**src/sv/multi_queue_tx_message_fifo_defines.svh**
```systemverilog
// ----------------------------------------------------------------------------
// Assertion macros for the multi-queue transmit message FIFO
// Shared concurrent check forms, sampled on clk and off during reset.
// ----------------------------------------------------------------------------
`ifndef MULTI_QUEUE_TX_MESSAGE_FIFO_DEFINES_SVH
`define MULTI_QUEUE_TX_MESSAGE_FIFO_DEFINES_SVH

// same-cycle implication
`define MQTX_ASSERT_NOW(label, ante, cons, msg) \
  label: assert property (@(posedge clk) disable iff (!rst_n) (ante) |-> (cons)) \
    else $error(msg);

// next-cycle implication
`define MQTX_ASSERT_NEXT(label, ante, cons, msg) \
  label: assert property (@(posedge clk) disable iff (!rst_n) (ante) |=> (cons)) \
    else $error(msg);

`endif

```
**src/sv/mqtx_ram.sv**
```systemverilog
// ----------------------------------------------------------------------------
// mqtx_ram
// Simple dual-port RAM, one write and one read port, registered read data.
// ----------------------------------------------------------------------------
module mqtx_ram #(
  parameter int WIDTH = 8,
  parameter int DEPTH = 16
) (
  input  logic                     clk,
  input  logic                     we,
  input  logic [$clog2(DEPTH)-1:0] waddr,
  input  logic [WIDTH-1:0]         wdata,
  input  logic                     re,
  input  logic [$clog2(DEPTH)-1:0] raddr,
  output logic [WIDTH-1:0]         rdata
);

  logic [WIDTH-1:0] mem [DEPTH];
  logic [WIDTH-1:0] rdata_r;

  always_ff @(posedge clk) begin
    if (we) begin
      mem[waddr] <= wdata;
    end
    if (re) begin
      rdata_r <= mem[raddr];
    end
  end

  assign rdata = rdata_r;

endmodule
```
**config.mk**
```make
export PLATFORM = sky130hd
export DESIGN_NAME = mqtx_ram
export DESIGN_NICKNAME = d
export VERILOG_FILES = /design/src/sv/multi_queue_tx_message_fifo_defines.svh /design/src/sv/mqtx_ram.sv
export SDC_FILE = /design/constraint.sdc
export NUM_CORES = 1
export LEC_CHECK = 0
export ABC_CLOCK_PERIOD_IN_PS = 1550
export BUFFER_PORTS_ARGS = -buffer_cell sky130_fd_sc_hd__buf_2
export CAP_MARGIN = 20
export CORE_UTILIZATION = 40
export CTS_CLUSTER_DIAMETER = 200
export CTS_CLUSTER_SIZE = 30
export DETAILED_ROUTE_END_ITERATION = 8
export GPL_TIMING_DRIVEN = 0
export PLACE_DENSITY_LB_ADDON = 0.1
export SLEW_MARGIN = 10
export SYNTH_ARGS = -nofsm -noshare
export SYNTH_HDL_FRONTEND = slang
export SYNTH_SLANG_ARGS = --single-unit
```
**constraint.sdc**
```tcl
create_clock -name clk -period 1.55 [get_ports clk]
set_input_delay 0.155 -clock clk [delete_from_list [all_inputs] [get_ports clk]]
set_output_delay 0.155 -clock clk [all_outputs]
set_load 0.01 [all_outputs]
```
== Word level (Yosys, flattened, before mapping) ==
Memory sizes are Yosys's and may differ from the RTL's. A register that Yosys moved wholly into a read port is not among the register bits.
Cells that the tools add are included.
Storage, ports and cells
  bits in registers: 0
  latch bits: 0
  RAM bits: 128
  ROM bits: 0
  memories kept: 1
Memory list
  mem: words 16, width 8, read ports 1, clocked after Yosys merged registers in 1, write ports 1, RTL line mqtx_ram.sv:18  | logic [WIDTH-1:0] mem [DEPTH];
Cells by class
  add/subtract/negate cells: 0
  multipliers: 0
  div/mod/pow operators: 0
  magnitude comparators: 0
  equality and inequality tests: 0
  shifts and indexed selects: 0
  mux-type cells: 2
  bitwise gates (word level): 0
  reductions and logical operators: 0
Operators with widths (count)
  $mux W1: 2

== Logic depth before layout (Yosys ltp) ==
  depth after elaboration: 2
  mapped depth: 5
  depth with buffers taken out: 3

== Least setup slack after synthesis ==
No wires, ideal clock.
  path type: input to register
  start: in waddr[2]
  end: mem mem[0][0] (enable)
  arrival: 1.265 ns
  path slack: -0.098 ns
  stages on the path: 2
  buffers on the path: 0
  cells stage by stage: or3b_2 > nor3_1
RTL lines
  from (decl): RTL line mqtx_ram.sv:11  | input logic [$clog2(DEPTH)-1:0] waddr,
  to (decl): RTL line mqtx_ram.sv:18
No word-level cell before the write port.

==> flow_summary.toml <==
[cells_and_area]
stdcell_count = 456
drive_gt1_frac = 0.2993
final.fill_count = 1074
area_growth_pct = 16.44
diodes = 0
nets = 292

[place]
gp_congestion = 0.7275
pre_cts_ws_ns = -0.3104
portBuffers = 25
place_inst = 426
place_hpwl_mm = 6.533

[timing]
period_minus_slack_ns = 1.571
skew_ns = 0.003931
clock.fmax_ghz = 0.6364
post-route-period-util = 1.014
slew_headroom = 0.4294
rsz0062_at_grt = "true"
layout_setup_ws_ns = -0.02142
hold_viol = 0
tightest_slew_ns = 0.8527
drv_slew = 0
finalSetupViolCount = 1
hold_slack_ns = 0.08120

[synthesis]
synth_nets = 248
yosys-top-cells-area = "edfxtp_1, mux4_2, mux4_1, a22oi_1, nor2_1"
synth_seq_area_share = 0.7812
synth_cell_type_count = 18
avgSynthCellArea_um2 = 22.83
synth_largest_area_cell = "edfxtp_1"
ys_warn_count = 0
ys_ff_latch = 136
netlist_instances = 229
synth_top_area_frac = 0.7812
synth_area_um2 = 5228

[pwr]
leakage_nw = 1.985
p_per_area_nw_per_um2 = 1295
peakVddDrop_mv = 0.7003
p_switching_mw = 1.596
pwr-share-clk = 0.419
pwr-share-comb = 0.053
p_total_mw = 7.880
p_int_mw = 6.284
switching_share = 0.2026
pwr-share-seq = 0.528

[hold_path]
hold_end = "rdata[2]"
hold_path_class = "in2reg"
min-delay-start = "re"
holdPathStages = 1

[routing]
wl_per_cell_um = 22.85
antenna_left = 0
drcViolationCount = 0
wl_mm = 10.42
initialDrtViolationCount = 156
vias = 2413
vias_per_cell = 5.292
first_pass_iters = 4

[floorplan]
io_pins = 27
dieWidth_um = 116.3
rows = 41
die_y_um = 116.3
dieArea_um2 = 13530
start_util = 0.4126
coreArea_um2 = 12670

[clock_tree]
clk_pin_slew_ns = 0.05
worst_skew_pair.late_latency_ns = 0.42
cts_buffers = 17
cts.sinks = 136
h-tree-depth = 4
clk_path_buf_depth = 2
cts_hold_buf = 0
clockRootBuffer = "clkbuf_16"
cts_tree = "yes"

[setup_path]
r2r-start = "mem[3][3]"
cp.arrival_ns = 1.73
path_cells = "mux4_2 > a22oi_2 > nand2_1"
crit_path_max_incr_delay_ns = 0.53
path_class = "reg2reg"
rrSetupSlack_ns = -0.02
crit_path_start_kind = "flip-flop"
cp_slowest_cell = "mux4_2"
r2r_end = "rdata[3]"
reg2reg_depth = 3
crit_path_end_kind = "flip-flop"
cp_max_fo = 1
crit_required_ns = 1.71

[grt]
grt_pass1_wl_mm = 15.19
antenna_found_initial = 0
grt_max_degree = 17
grt_usage = 0.1721
grt_pass1_vias = 2341
grt-ovfl-total = 0

[outcome]
status = "finished, violations left"
violations = "setup timing"

[job]
drv_cap = 0
-- final cells by class --
cell class | instances | area [um^2] | share of cell area
Buffer | 10 | 86.33 | 0.01418
Clock buffer | 21 | 440.4 | 0.07235
Clock inverter | 9 | 36.28 | 0.005961
Multi-Input combinational cell | 83 | 1100 | 0.1807
Sequential cell | 136 | 4084 | 0.6709
Tap cell | 172 | 215.2 | 0.03535
Timing Repair Buffer | 25 | 125.1 | 0.02055
-- power by group through the flow --
stage,registers (mW),clock network (mW),logic (mW)
3_5_place_dp,4.24,0,0.412
3_3_place_gp,4.23,0,0.408
5_1_grt,4.17,3.50,0.453
2_1_floorplan,4.24,0,0.209
6_report,4.16,3.30,0.417
4_1_cts,4.16,3.36,0.419
-- critical path: cells and delay by family, from the launching register on --
family,cells,cell delay [ns]
flip-flops,1,0.38
AO/OA/AOI/OAI,1,0.30
AND/OR/NAND/NOR,1,0.10
multiplexers,1,0.53
-- cells by family after synthesis --
| family | after synthesis | synth area share |
|---|---|---|
| AO/OA/AOI/OAI | 16 | 0.02298 |
| buffers and inverters | 10 | 0.01651 |
| flip-flops | 136 | 0.7812 |
| multiplexers | 32 | 0.1479 |
| AND/OR/NAND/NOR | 35 | 0.03136 |
-- per-layer routing --
| metal | part of all wire | GRT usage |
|---|---|---|
| met1 | 0.46 | 0.2396 |
| met2 | 0.47 | 0.2521 |
| met3 | 0.046 | 0.04722 |
| met4 | 0.020 | 0.08291 |
| met5 | 0 | 0 |
-- worst max path at each step --
stage / startpoint / to / cells past startpoint
3_5_place_dp: waddr[2] / mem[1][3] / 3
6_report: mem[3][3] / rdata[3] / 3
2_1_floorplan: raddr[0] / rdata[1] / 5
5_1_grt: mem[3][3] / rdata[3] / 3
3_3_place_gp: waddr[2] / mem[8][1] / 3
4_1_cts: mem[1][3] / rdata[3] / 3
-- timing repair --
action	in CTS	in global routing
endpoints found under the hold margin	0	0
buffers inserted	0	0
setup endpoints to repair	4	7
gates resized for setup	3	5
pin swaps	1	4
-- placed cells by master, fill, tap and decap left out, types with 2 or more instances in the layout --
cell	count
a22oi_2	6
nor2_1	13
mux4_1	12
mux4_2	20
clkinv_2	2
clkbuf_1	4
a22oi_1	10
nand3b_1	2
clkbuf_16	17
buf_2	28
clkdlybuf4s25_2	3
buf_6	3
edfxtp_1	136
nand2b_1	2
nand2_1	9
clkinv_1	7
nor3_2	4
-- through the flow --
stage               area [um^2]  utilization   TNS, ns
finish                     6087       0.4804  -0.02142
global route               6087       0.4804  -0.06443
CTS                        6080       0.4798  -0.01351
detailed placement         5588       0.4410    -13.33
global placement           5573       0.4398    -22.76
floorplan                  5233            -         0
-- synthesized netlist by cell type --
| master | n |
|---|---|
| a22oi_1 | 16 |
| and2_1 | 1 |
| and2b_1 | 1 |
| buf_2 | 3 |
| buf_4 | 1 |
| buf_6 | 3 |
| clkdlybuf4s25_2 | 3 |
| edfxtp_1 | 136 |
| mux4_1 | 14 |
| mux4_2 | 18 |
| nand2_1 | 9 |
| nand2b_1 | 2 |
| nand3_1 | 1 |
| nand3b_1 | 2 |
| nor2_1 | 13 |
| nor2b_1 | 1 |
| nor3_1 | 4 |
| or3b_2 | 1 |
-- sequential cells by signal, indices dropped and copies added, names as in the netlist --
register  cells
mem         128
rdata         8
(Power assumes the default switching activity.)
